$ cat src/rtl/scam_pkg.sv
// ----------------------------------------------------------------------------
// Stream accounting monitor package
// Request codes, beat type codes, read select codes and fixed field limits.
// ----------------------------------------------------------------------------
`default_nettype none

package scam_pkg;

  typedef enum logic [1:0] {
    REQ_BEAT  = 2'd0,
    REQ_READ  = 2'd1,
    REQ_EMPTY = 2'd2
  } req_t;

  localparam logic [7:0]  TYPE_PEAK  = 8'h00;
  localparam logic [7:0]  TYPE_CYCLE = 8'h01;
  localparam logic [13:0] CNT14_MAX  = 14'h3fff;
  localparam logic [23:0] HALF_RANGE = 24'h800000;

  localparam logic [4:0] SEL_PEAK       = 5'd0;
  localparam logic [4:0] SEL_CYCLE      = 5'd1;
  localparam logic [4:0] SEL_EVENT_SUM  = 5'd2;
  localparam logic [4:0] SEL_OTHER      = 5'd3;
  localparam logic [4:0] SEL_BAD_LAST   = 5'd4;
  localparam logic [4:0] SEL_MULTI      = 5'd5;
  localparam logic [4:0] SEL_IDX_LOW    = 5'd6;
  localparam logic [4:0] SEL_IDX_HIGH   = 5'd7;
  localparam logic [4:0] SEL_IDX_SEEN   = 5'd8;
  localparam logic [4:0] SEL_POLL_MIN   = 5'd9;
  localparam logic [4:0] SEL_POLL_MAX   = 5'd10;
  localparam logic [4:0] SEL_ZERO_COUNT = 5'd11;

  // Histogram memory layout: zero count, over count, then the buckets.
  localparam int ADDR_ZERO = 0;
  localparam int ADDR_OVER = 1;
  localparam int ADDR_BASE = 2;

endpackage

`default_nettype wire

$ cat src/rtl/scam_ram.sv
// ----------------------------------------------------------------------------
// Generic RAM
// One write port and two read ports, read data registered.
// ----------------------------------------------------------------------------
`default_nettype none

module scam_ram #(
  parameter int WIDTH = 32,
  parameter int DEPTH = 16
) (
  input  wire logic                     clk,
  input  wire logic                     wr_en,
  input  wire logic [$clog2(DEPTH)-1:0] wr_addr,
  input  wire logic [WIDTH-1:0]         wr_data,
  input  wire logic [$clog2(DEPTH)-1:0] rd_a_addr,
  output logic      [WIDTH-1:0]         rd_a_data,
  input  wire logic [$clog2(DEPTH)-1:0] rd_b_addr,
  output logic      [WIDTH-1:0]         rd_b_data
);

  logic [WIDTH-1:0] mem [DEPTH];

  always_ff @(posedge clk) begin
    if (wr_en) begin
      mem[wr_addr] <= wr_data;
    end
    rd_a_data <= mem[rd_a_addr];
    rd_b_data <= mem[rd_b_addr];
  end

endmodule

`default_nettype wire

$ cat src/rtl/stream_contract_accounting_monitor_unit.sv
// A read result is registered in the s1 stage and then written into the output FIFO, from which it is offered.
// Throughput: one transaction per cycle; the input stalls while waiting read results
// plus one still being formed fill all three output slots. The length histogram lives
// in a RAM updated by read-modify-write in the s1 stage, forwarding the last write.
// Reset: synchronous; clears all counters and the histogram valid flags at once,
// so the block accepts transactions as soon as reset is released.
// ----------------------------------------------------------------------------
// Stream accounting monitor
// Classifies 64-bit beats, keeps word, event, index and poll statistics and a
// packet length histogram, and answers read requests for any counter.
// ----------------------------------------------------------------------------
`default_nettype none

module stream_contract_accounting_monitor_unit #(
  parameter int MAX_PACKET_BEATS = 8191,
  parameter int HIST_BUCKETS     = 14
) (
  input  wire logic        clk,
  input  wire logic        rst,
  input  wire logic        in_valid,
  output logic             in_stall,
  input  wire logic [1:0]  req_type,
  input  wire logic [63:0] beat_data,
  input  wire logic        beat_last,
  input  wire logic [24:0] wait_polls,
  input  wire logic [4:0]  stat_select,
  output logic             out_valid,
  input  wire logic        out_stall,
  output logic      [31:0] read_value
);

  localparam int DEPTH      = HIST_BUCKETS + 2;
  localparam int AW         = $clog2(DEPTH);
  localparam int FIFO_DEPTH = 3;

  logic        accept;
  logic        is_beat;
  logic        is_read;
  logic        is_empty;
  logic [7:0]  beat_type;
  logic [23:0] beat_idx;
  logic [13:0] beat_evt;
  logic [13:0] bip_inc;
  logic [13:0] cwp_new;
  logic        pkt_end;
  logic [13:0] hist_len;
  logic [AW-1:0] hist_addr;
  logic [23:0] idx_diff;
  logic        idx_advance;
  logic [31:0] polls_ext;
  logic [31:0] scalar_value;
  logic        sel_hist;

  logic [31:0] peak_count;
  logic [31:0] cycle_count;
  logic [31:0] event_sum;
  logic [31:0] other_count;
  logic [31:0] bad_last_count;
  logic [31:0] multi_count;
  logic [23:0] idx_low;
  logic [23:0] idx_high;
  logic        idx_seen;
  logic [31:0] poll_min;
  logic [31:0] poll_max;
  logic [13:0] bip;
  logic [13:0] cwp;

  logic          s1_upd;
  logic [AW-1:0] s1_upd_addr;
  logic          s1_rd;
  logic          s1_rd_hist;
  logic [AW-1:0] s1_rd_addr;
  logic [31:0]   s1_scalar;
  logic          fw_valid;
  logic [AW-1:0] fw_addr;
  logic [31:0]   fw_data;
  logic [DEPTH-1:0] hist_valid;
  logic [31:0]   rd_a_data;
  logic [31:0]   rd_b_data;
  logic [31:0]   upd_base;
  logic [31:0]   wr_data;
  logic [31:0]   hist_value;
  logic [31:0]   s1_result;

  logic [31:0] fifo_mem [FIFO_DEPTH];
  logic [1:0]  wr_ptr;
  logic [1:0]  rd_ptr;
  logic [1:0]  count;
  logic        pop;

  assign accept    = in_valid && !in_stall;
  assign is_beat   = accept && (req_type == scam_pkg::REQ_BEAT);
  assign is_read   = accept && (req_type == scam_pkg::REQ_READ);
  assign is_empty  = accept && (req_type == scam_pkg::REQ_EMPTY);
  assign beat_type = beat_data[63:56];
  assign beat_idx  = beat_data[55:32];
  assign beat_evt  = beat_data[29:16];
  assign polls_ext = {7'b0, wait_polls};

  assign bip_inc = (bip == scam_pkg::CNT14_MAX) ? bip : bip + 14'd1;
  assign cwp_new = ((beat_type == scam_pkg::TYPE_CYCLE) && (cwp != scam_pkg::CNT14_MAX)) ?
                   cwp + 14'd1 : cwp;
  assign pkt_end  = is_beat && beat_last;
  assign hist_len = is_empty ? 14'd0 : bip_inc;

  assign idx_diff    = beat_idx - idx_high;
  assign idx_advance = (beat_idx > idx_high) && (idx_diff < scam_pkg::HALF_RANGE);

  always_comb begin
    hist_addr = AW'(scam_pkg::ADDR_OVER);
    for (int k = HIST_BUCKETS - 1; k >= 0; k--) begin
      if (int'(hist_len) <= ((k < HIST_BUCKETS - 1) ? (1 << k) : MAX_PACKET_BEATS)) begin
        hist_addr = AW'(k + scam_pkg::ADDR_BASE);
      end
    end
    if (hist_len == 14'd0) begin
      hist_addr = AW'(scam_pkg::ADDR_ZERO);
    end
  end

  always_comb begin
    case (stat_select)
      scam_pkg::SEL_PEAK:      scalar_value = peak_count;
      scam_pkg::SEL_CYCLE:     scalar_value = cycle_count;
      scam_pkg::SEL_EVENT_SUM: scalar_value = event_sum;
      scam_pkg::SEL_OTHER:     scalar_value = other_count;
      scam_pkg::SEL_BAD_LAST:  scalar_value = bad_last_count;
      scam_pkg::SEL_MULTI:     scalar_value = multi_count;
      scam_pkg::SEL_IDX_LOW:   scalar_value = {8'b0, idx_low};
      scam_pkg::SEL_IDX_HIGH:  scalar_value = {8'b0, idx_high};
      scam_pkg::SEL_IDX_SEEN:  scalar_value = {31'b0, idx_seen};
      scam_pkg::SEL_POLL_MIN:  scalar_value = poll_min;
      scam_pkg::SEL_POLL_MAX:  scalar_value = poll_max;
      default:                 scalar_value = 32'd0;
    endcase
  end

  assign sel_hist = (stat_select >= scam_pkg::SEL_ZERO_COUNT) &&
                    ({1'b0, stat_select} < 6'(int'(scam_pkg::SEL_ZERO_COUNT) + DEPTH));

  always_ff @(posedge clk) begin
    if (rst) begin
      peak_count     <= 32'd0;
      cycle_count    <= 32'd0;
      event_sum      <= 32'd0;
      other_count    <= 32'd0;
      bad_last_count <= 32'd0;
      multi_count    <= 32'd0;
      idx_low        <= 24'd0;
      idx_high       <= 24'd0;
      idx_seen       <= 1'b0;
      poll_min       <= '1;
      poll_max       <= 32'd0;
      bip            <= 14'd0;
      cwp            <= 14'd0;
    end else begin
      if (is_beat) begin
        if (beat_type == scam_pkg::TYPE_PEAK) begin
          peak_count <= peak_count + 32'd1;
        end else if (beat_type == scam_pkg::TYPE_CYCLE) begin
          cycle_count <= cycle_count + 32'd1;
          event_sum   <= event_sum + {18'b0, beat_evt};
          if (!idx_seen) begin
            idx_low  <= beat_idx;
            idx_high <= beat_idx;
            idx_seen <= 1'b1;
          end else if (idx_advance) begin
            idx_high <= beat_idx;
          end
        end else begin
          other_count <= other_count + 32'd1;
        end
        if (beat_last) begin
          if (beat_type != scam_pkg::TYPE_CYCLE) begin
            bad_last_count <= bad_last_count + 32'd1;
          end
          if (cwp_new > 14'd1) begin
            multi_count <= multi_count + 32'd1;
          end
          bip <= 14'd0;
          cwp <= 14'd0;
        end else begin
          bip <= bip_inc;
          cwp <= cwp_new;
        end
      end
      if (pkt_end || is_empty) begin
        if (polls_ext < poll_min) begin
          poll_min <= polls_ext;
        end
        if (polls_ext > poll_max) begin
          poll_max <= polls_ext;
        end
      end
    end
  end

  scam_ram #(
    .WIDTH (32),
    .DEPTH (DEPTH)
  ) u_hist_ram (
    .clk       (clk),
    .wr_en     (s1_upd),
    .wr_addr   (s1_upd_addr),
    .wr_data   (wr_data),
    .rd_a_addr (hist_addr),
    .rd_a_data (rd_a_data),
    .rd_b_addr (AW'(stat_select - scam_pkg::SEL_ZERO_COUNT)),
    .rd_b_data (rd_b_data)
  );

  assign upd_base = (fw_valid && (fw_addr == s1_upd_addr)) ? fw_data :
                    (hist_valid[s1_upd_addr] ? rd_a_data : 32'd0);
  assign wr_data  = upd_base + 32'd1;

  assign hist_value = (fw_valid && (fw_addr == s1_rd_addr)) ? fw_data :
                      (hist_valid[s1_rd_addr] ? rd_b_data : 32'd0);
  assign s1_result  = s1_rd_hist ? hist_value : s1_scalar;

  always_ff @(posedge clk) begin
    if (rst) begin
      s1_upd     <= 1'b0;
      s1_rd      <= 1'b0;
      fw_valid   <= 1'b0;
      hist_valid <= '0;
    end else begin
      s1_upd   <= pkt_end || is_empty;
      s1_rd    <= is_read;
      fw_valid <= s1_upd;
      if (s1_upd) begin
        hist_valid[s1_upd_addr] <= 1'b1;
      end
    end
    s1_upd_addr <= hist_addr;
    s1_rd_hist  <= sel_hist;
    s1_rd_addr  <= AW'(stat_select - scam_pkg::SEL_ZERO_COUNT);
    s1_scalar   <= scalar_value;
    fw_addr     <= s1_upd_addr;
    fw_data     <= wr_data;
  end

  assign out_valid  = (count != 2'd0);
  assign pop        = out_valid && !out_stall;
  assign read_value = fifo_mem[rd_ptr];
  assign in_stall   = ({1'b0, count} + {2'b0, s1_rd}) >= 3'(FIFO_DEPTH);

  always_ff @(posedge clk) begin
    if (rst) begin
      wr_ptr <= 2'd0;
      rd_ptr <= 2'd0;
      count  <= 2'd0;
    end else begin
      if (s1_rd) begin
        wr_ptr <= (wr_ptr == 2'(FIFO_DEPTH - 1)) ? 2'd0 : wr_ptr + 2'd1;
      end
      if (pop) begin
        rd_ptr <= (rd_ptr == 2'(FIFO_DEPTH - 1)) ? 2'd0 : rd_ptr + 2'd1;
      end
      if (s1_rd && !pop) begin
        count <= count + 2'd1;
      end else if (!s1_rd && pop) begin
        count <= count - 2'd1;
      end
    end
    if (s1_rd) begin
      fifo_mem[wr_ptr] <= s1_result;
    end
  end

endmodule

`default_nettype wire

$ cat config.mk
export PLATFORM = sky130hd
export DESIGN_NAME = stream_contract_accounting_monitor_unit
export DESIGN_NICKNAME = d
export VERILOG_FILES = /design/src/rtl/scam_pkg.sv /design/src/rtl/scam_ram.sv /design/src/rtl/stream_contract_accounting_monitor_unit.sv
export SDC_FILE = /design/constraint.sdc
export NUM_CORES = 2
export LEC_CHECK = 0
export BUFFER_PORTS_ARGS = -buffer_cell sky130_fd_sc_hd__buf_2
export CAP_MARGIN = 10
export CELL_PAD_IN_SITES_DETAIL_PLACEMENT = 1
export CELL_PAD_IN_SITES_GLOBAL_PLACEMENT = 2
export CORE_MARGIN = 2
export CORE_UTILIZATION = 40
export DETAILED_ROUTE_END_ITERATION = 8
export PLACE_DENSITY = 0.82
export SKIP_CTS_REPAIR_TIMING = 1
export SLEW_MARGIN = 20
export SYNTH_ARGS = -nofsm -noshare
export SYNTH_HDL_FRONTEND = slang
export SYNTH_SLANG_ARGS = --single-unit
$ cat constraint.sdc
create_clock -name clk -period 8.7 [get_ports clk]
set_clock_uncertainty 0.1 [all_clocks]
set_input_delay 2.175 -clock clk [delete_from_list [all_inputs] [get_ports clk]]
set_output_delay 2.175 -clock clk [all_outputs]
set_load 0.05 [all_outputs]
# ---- After elaboration in Yosys (flattened, before gate mapping)
# Memories as Yosys holds them, arrays and structs flattened. A register that Yosys moved wholly into a read port is not among the register bits.
# Cells that the tools add are included.
dict set report totals {
  n_memories 2
  regBits 428
  inputBits 101
  word_cells 172
  out_inout_bits 34
  mem_bits_rw 608
}
# memory depth word_bits rd rd_clocked_by_memory_dff wr line
set memory_table {}
lappend memory_table {u_hist_ram.mem 16 32 2 2 1 scam_ram.sv:21} ;# logic [WIDTH-1:0] mem [DEPTH];
lappend memory_table {fifo_mem 3 32 1 1 1 stream_contract_accounting_monitor_unit.sv:85} ;# logic [31:0] fifo_mem [FIFO_DEPTH];
dict set report op_classes {
  n_eq_ne 21
  n_bitwise 4
  mux 44
  magnitude_cmp 25
  n_addsub 16
  n_reduce_logical 34
}
# operator n
set ops {}
lappend ops {{$pmux W32 S11} 1}
lappend ops {{$add A32 B1 Y32 const B} 6}
lappend ops {{$mux W32} 5}
lappend ops {{$mux W14} 5}
lappend ops {{$mux W4} 15}
lappend ops {{$mux W24} 2}
lappend ops {{$add A32 B14 Y32} 1}
lappend ops {{$lt A25 B32 Y1} 1}
lappend ops {{$add A14 B1 Y14 const B} 2}
lappend ops {{$le A14 B13 Y1 const B} 2}
lappend ops {{$gt A25 B25 Y1} 1}
lappend ops {{$gt A24 B24 Y1} 1}
lappend ops {{$lt A24 B24 Y1 const B} 1}
lappend ops {{$sub A24 B24 Y24} 1}
lappend ops {{$eq A5 B3 Y1 const B} 4}
lappend ops {{$or A16 B16 Y16} 1}
lappend ops {{$eq A5 B4 Y1 const B} 3}
lappend ops {{$eq A14 B14 Y1 const B} 1}
lappend ops {{$gt A14 B1 Y1 const B} 1}
lappend ops {{$le A14 B1 Y1 const B} 1}
lappend ops {{$le A14 B10 Y1 const B} 1}
lappend ops {{$le A14 B11 Y1 const B} 1}
lappend ops {{$le A14 B12 Y1 const B} 1}
lappend ops {{$le A14 B2 Y1 const B} 1}
lappend ops {{other kinds (41)} 85}

# ---- Logic depth before layout (Yosys ltp)
dict set report depth {
  word_depth 22
  mapped_depth 19
  depth_no_buf 14
}

# ---- Modules after synthesis
# A second synthesis with hierarchy kept.
dict set report hier_totals {
  cells_unflattened 4229
  area_unflattened_um2 51065.2
}
# module area_each_um2 seq_area_each_um2 n_inst cells_per_inst
set modules_own_cells {}
lappend modules_own_cells {stream_contract_accounting_monitor_unit 26878.3 11370.9 1 3088}
lappend modules_own_cells {scam_ram 24186.9 16656.0 1 1141}

# ---- Least setup slack after synthesis
# OpenSTA, ideal clock, no wires.
dict set report synth_path {
  path_type {in2reg}
  from {input port stat_select[0]}
  to {register u_hist_ram.rd_b_data[11], read port of u_hist_ram.mem}
  slack_ns 3.126
  setup_time_ns 0.134
  arrival_time_ns 5.340
  required_time_ns 8.466
  path_stages 8
  n_path_buf 4
  cell_sequence {buf_1 > buf_1 > inv_1 > ha_1 > clkbuf_1 > buf_1 > mux4_2 > mux4_2}
}
dict set report synth_between {
  elab_chain_len 1
}
# item line
set synth_rtl {}
lappend synth_rtl {{start, declared} stream_contract_accounting_monitor_unit.sv:26} ;# input wire logic [4:0] stat_select,
lappend synth_rtl {{$sub A4 B4 Y4} stream_contract_accounting_monitor_unit.sv:208} ;# .rd_b_addr (AW'(stat_select - scam_pkg::SEL_ZERO_COUNT)),
lappend synth_rtl {{via u_hist_ram.rd_b_addr[0]} scam_ram.sv:17} ;# input wire logic [$clog2(DEPTH)-1:0] rd_b_addr,
lappend synth_rtl {{end, declared} scam_ram.sv:18} ;# output logic [WIDTH-1:0] rd_b_data
# The timed path passes the listed nets, and every way through them passes these cells.
# A chain may end at the register's enable or synchronous reset.

# ---- Worst setup path in the final report
dict set report layout_path {
  from {input port req_type[0]}
  to {register u_hist_ram.rd_a_data[15], read port of u_hist_ram.mem}
}
dict set report layout_between {
  elab_chain_len 19
  word_cells_on_any_way 33
  cone_classes {order compare: 14; eq/ne: 1; mux: 16; reduce/logical: 2}
}
# item line
set layout_rtl {}
lappend layout_rtl {{start, declared} stream_contract_accounting_monitor_unit.sv:22} ;# input wire logic [1:0] req_type,
lappend layout_rtl {{$eq A2 B2 Y1 (*)} stream_contract_accounting_monitor_unit.sv:94} ;# assign is_empty = accept && (req_type == scam_pkg::REQ_EMPTY);
lappend layout_rtl {{$logic_and A1 B1 Y1 (*)} stream_contract_accounting_monitor_unit.sv:94}
lappend layout_rtl {{$mux W14 (*)} stream_contract_accounting_monitor_unit.sv:104} ;# assign hist_len = is_empty ? 14'd0 : bip_inc;
lappend layout_rtl {{$le A14 B13 Y1} stream_contract_accounting_monitor_unit.sv:112} ;# if (int'(hist_len) <= ((k < HIST_BUCKETS - 1) ? (1 << k) : MAX_PACKET_BEATS)) begin
lappend layout_rtl {{$mux W4 (14 in series)} stream_contract_accounting_monitor_unit.sv:112}
lappend layout_rtl {{$mux W4 (*)} stream_contract_accounting_monitor_unit.sv:116} ;# if (hist_len == 14'd0) begin
lappend layout_rtl {{end, declared} scam_ram.sv:16} ;# output logic [WIDTH-1:0] rd_a_data,
# Every way passes the cells marked *; elsewhere a longest branch is shown, timed or not.

==> run_results.csv <==
group,metric,value,unit
final_layout,final_layout_size_suffix_gt1_frac,0.143,
floorplanning,row_count,130,
floorplanning,num_io_pins,135,
drt,ant_nets,0,
place,portBuffers,116,
synth,syn_inst,4402,
place,dp_cells,5953,
critical_path,cp.required,9220,ps
global_route,antenna_found_initial,9,
final_layout,syn_to_final_growth,12.7,%
power,cellLeakagePower,19.3,nW
synth,synthArstFlopShare,0,
drt,routed_wl,173000,microns
job,drv_cap,0,
place,gp_congestion,0.865,
sta,slew_headroom,0.232,
drt,route.met3.wl,13800,microns
sta,setup_viol,0,
global_route,grt_overflow,0,
sta,post-route-period-util,0.744,
synth,ys.flop_type,"edfxtp_1",
power,p_per_area,204,nW/um^2
synth,synth_nets,4606,
outcome,outcome,"finished clean",
synth,ys_types,99,
hold_path,hold_path.class,"reg -> reg",
sta,period_needed,6470,ps
synth,netlist_area,51000,sq um
drt,wl_met1,73000,microns
drt,dr.pass1.iters,7,
clock_tree,clock-sinks,1096,
clock_tree,htree_levels,3,
sta,hold_viol,0,
critical_path,cp.arrival,6990,ps
clock_tree,cts_tree,"done",
critical_path,endpoint_kind,"flop",
sta,tns,0,ps
sta,finalMaxSlewViolations,0,
synth,ys_seq_area_frac,0.550,
sta,fin_ws,2230,ps
final_layout,final_nets,4623,
sta,fmax,155,MHz
drt,routed.top_layer,"met4",
synth,ys.warnings.count,0,
drt,viasPerCell,6.20,
clock_tree,numCtsBuffers,113,
critical_path,path_max_fanout,76,
place,dpl_worst_slack,1510,ps
clock_tree,cts-root-buf,"clkbuf_16",
sta,tightest_slew,1150,ps
drt,drtIter0Drc,4304,
final_layout,final-instance-count-excl-fill,6171,
place,dp_hpwl,111000,microns
clock_tree,clockBufferDepth,3,
power,power.total,11.7,mW
global_route,grt_pass1_vias,38300,
global_route,grt_pass1_wl,254000,microns
floorplanning,design.core.area,126000,sq um
drt,post_drt_wl_per_cell,28.0,microns
drt,route.met2.wl,79600,microns
floorplanning,dieWidth,361,microns
clock_tree,clk_pin_slew,60,ps
critical_path,crit_path_start_kind,"primary input",
floorplanning,die-area,130000,sq um
global_route,grt.total_usage,0.260,
drt,route.detailed.drc,0,
power,vdd_drop_max,0.000164,V
drt,vias,38300,
synth,avgSynthCellArea,11.6,sq um
sta,rsz0062_at_grt,"no",
critical_path,crit_type,"in -> reg",
synth,synth_edf_count,608,
floorplanning,start_util,0.404,
global_route,grt_start_max_net_pins,81,
synth,synth-seq-cells,1096,
floorplanning,die_h,361,microns
clock_tree,clk_latency,770,ps
==> report_power, final <==
part           switching (mW)  internal [mW]  total (mW)
clock                    2.18           2.99        5.17
combinational           0.620          0.328       0.948
sequential             0.0792           5.55        5.63
==> flip-flops by register name, indices dropped and copies added, names as in the netlist, 25 cells and up, named ones only <==
register	flops
event_sum	32
multi_count	32
u_hist_ram.rd_b_data	32
fifo_mem	96
u_hist_ram.rd_a_data	32
u_hist_ram.mem	512
poll_max	25
s1_scalar	32
fw_data	32
cycle_count	32
poll_min	26
bad_last_count	32
other_count	32
peak_count	32
==> logic make-up (layout without fill, tap and decap cells) <==
group	after synthesis	after routing	share of synthesized area
flops	1096	1096	0.550
simple gates	1372	1372	0.130
buf+inv	408	522	0.0335
fa+ha+maj	103	103	0.0254
other cells	0	5	0
compound gates	866	866	0.115
mux	354	354	0.112
xor+xnor	203	203	0.0349
==> synthesized netlist by cell type (12+ instances only) <==
library cell  instances  share of area
nor3_1               63         0.0062
nand4_1              80         0.0098
a32oi_1              56         0.0096
and3_1               80         0.0098
o22ai_1              26         0.0032
edfxtp_1            608           0.36
nand3_1             164          0.016
a22o_1               17         0.0029
mux2i_1             170          0.033
o211ai_1             13         0.0019
ha_1                102          0.025
a21oi_1             187          0.018
inv_1               113         0.0083
clkbuf_1            213          0.016
nor4_1               12         0.0015
o21ai_0             193          0.019
o21a_1               19         0.0028
o311ai_0             25         0.0043
dfxtp_1             488           0.19
a31oi_1              50         0.0061
a222oi_1             39         0.0077
and4_1               45         0.0077
or3_1                40         0.0049
mux4_2              170          0.075
buf_1                22         0.0016
buf_2                37         0.0036
nor2_1              339          0.025
and2_1               21         0.0026
xnor2_1              93          0.016
a22oi_1              98          0.014
a21o_1               28         0.0041
o221ai_1             38         0.0065
xor2_1              110          0.019
nor2b_1              23         0.0028
nand2_1             436          0.032
==> worst max-delay path: stages <==
cell       delay, ps
buf_2            120
and3b_1          340
and2_1           540
nor3_1           240
or2_1            310
or3_4            430
o21a_1           360
a31o_2           310
o21a_4           370
inv_8            530
buf_4            430
mux2_1           370
a2bb2oi_1        140
and4_1           230
==> final cells by class <==
| class | count | area [sq um] |
|---|---|---|
| diodes | 5 | 12.5 |
| clock buffers | 137 | 3030 |
| clock inverters | 75 | 916 |
| fillers | 13200 | 68600 |
| inverters | 114 | 435 |
| multi-input cells | 2898 | 21700 |
| flip-flops and latches | 1096 | 28000 |
| well taps | 1650 | 2060 |
| repair buffers | 196 | 1270 |
==> stage by stage <==
stage,hold slack [ps],area [sq um],utilization
2_1_floorplan,226,51000,-
3_3_place_gp,346,53200,0.422
3_5_place_dp,353,53300,0.423
4_1_cts,362,57200,0.454
5_1_grt,388,57400,0.456
6_report,360,57400,0.456
==> path summary, 6_finish.rpt <==
path | cells after the start | to | slack (ps) | start
worst max register to register | 15 | u_hist_ram.rd_a_data[15] | 2260 | s1_rd
worst max-delay path | 14 | u_hist_ram.rd_a_data[15] | 2230 | req_type[0]
worst min register to register | 2 | idx_low[8] | 360 | idx_low[8]
worst min-delay path | 2 | idx_low[8] | 360 | idx_low[8]
==> layer usage <==
metal / up-vias / track usage
li1: 16700 / -
met5: - / 0
met1: 19700 / 0.357
met2: 1567 / 0.416
met4: 0 / 0.0971
met3: 301 / 0.0384
==> placed cells by master (no fill, tap or decap), types with 40 or more instances in the layout <==
master     Yosys  layout
inv_1        113     112
and3_1        80      77
nand4_1       80      80
buf_2         37     114
ha_1         102     101
and4_1        45      45
a22oi_1       98      98
nor3_1        63      58
mux4_2       170     170
edfxtp_1     608     608
a31oi_1       50      50
o21ai_0      193     192
dfxtp_1      488     485
a32oi_1       56      56
xor2_1       110     100
buf_4          8      75
xnor2_1       93      75
nor2_1       339     323
or3_1         40      40
clkbuf_16      0     114
mux2i_1      170     170
nand2_1      436     436
a21oi_1      187     187
nand3_1      164     164
Power figures use the tool's default switching activity.
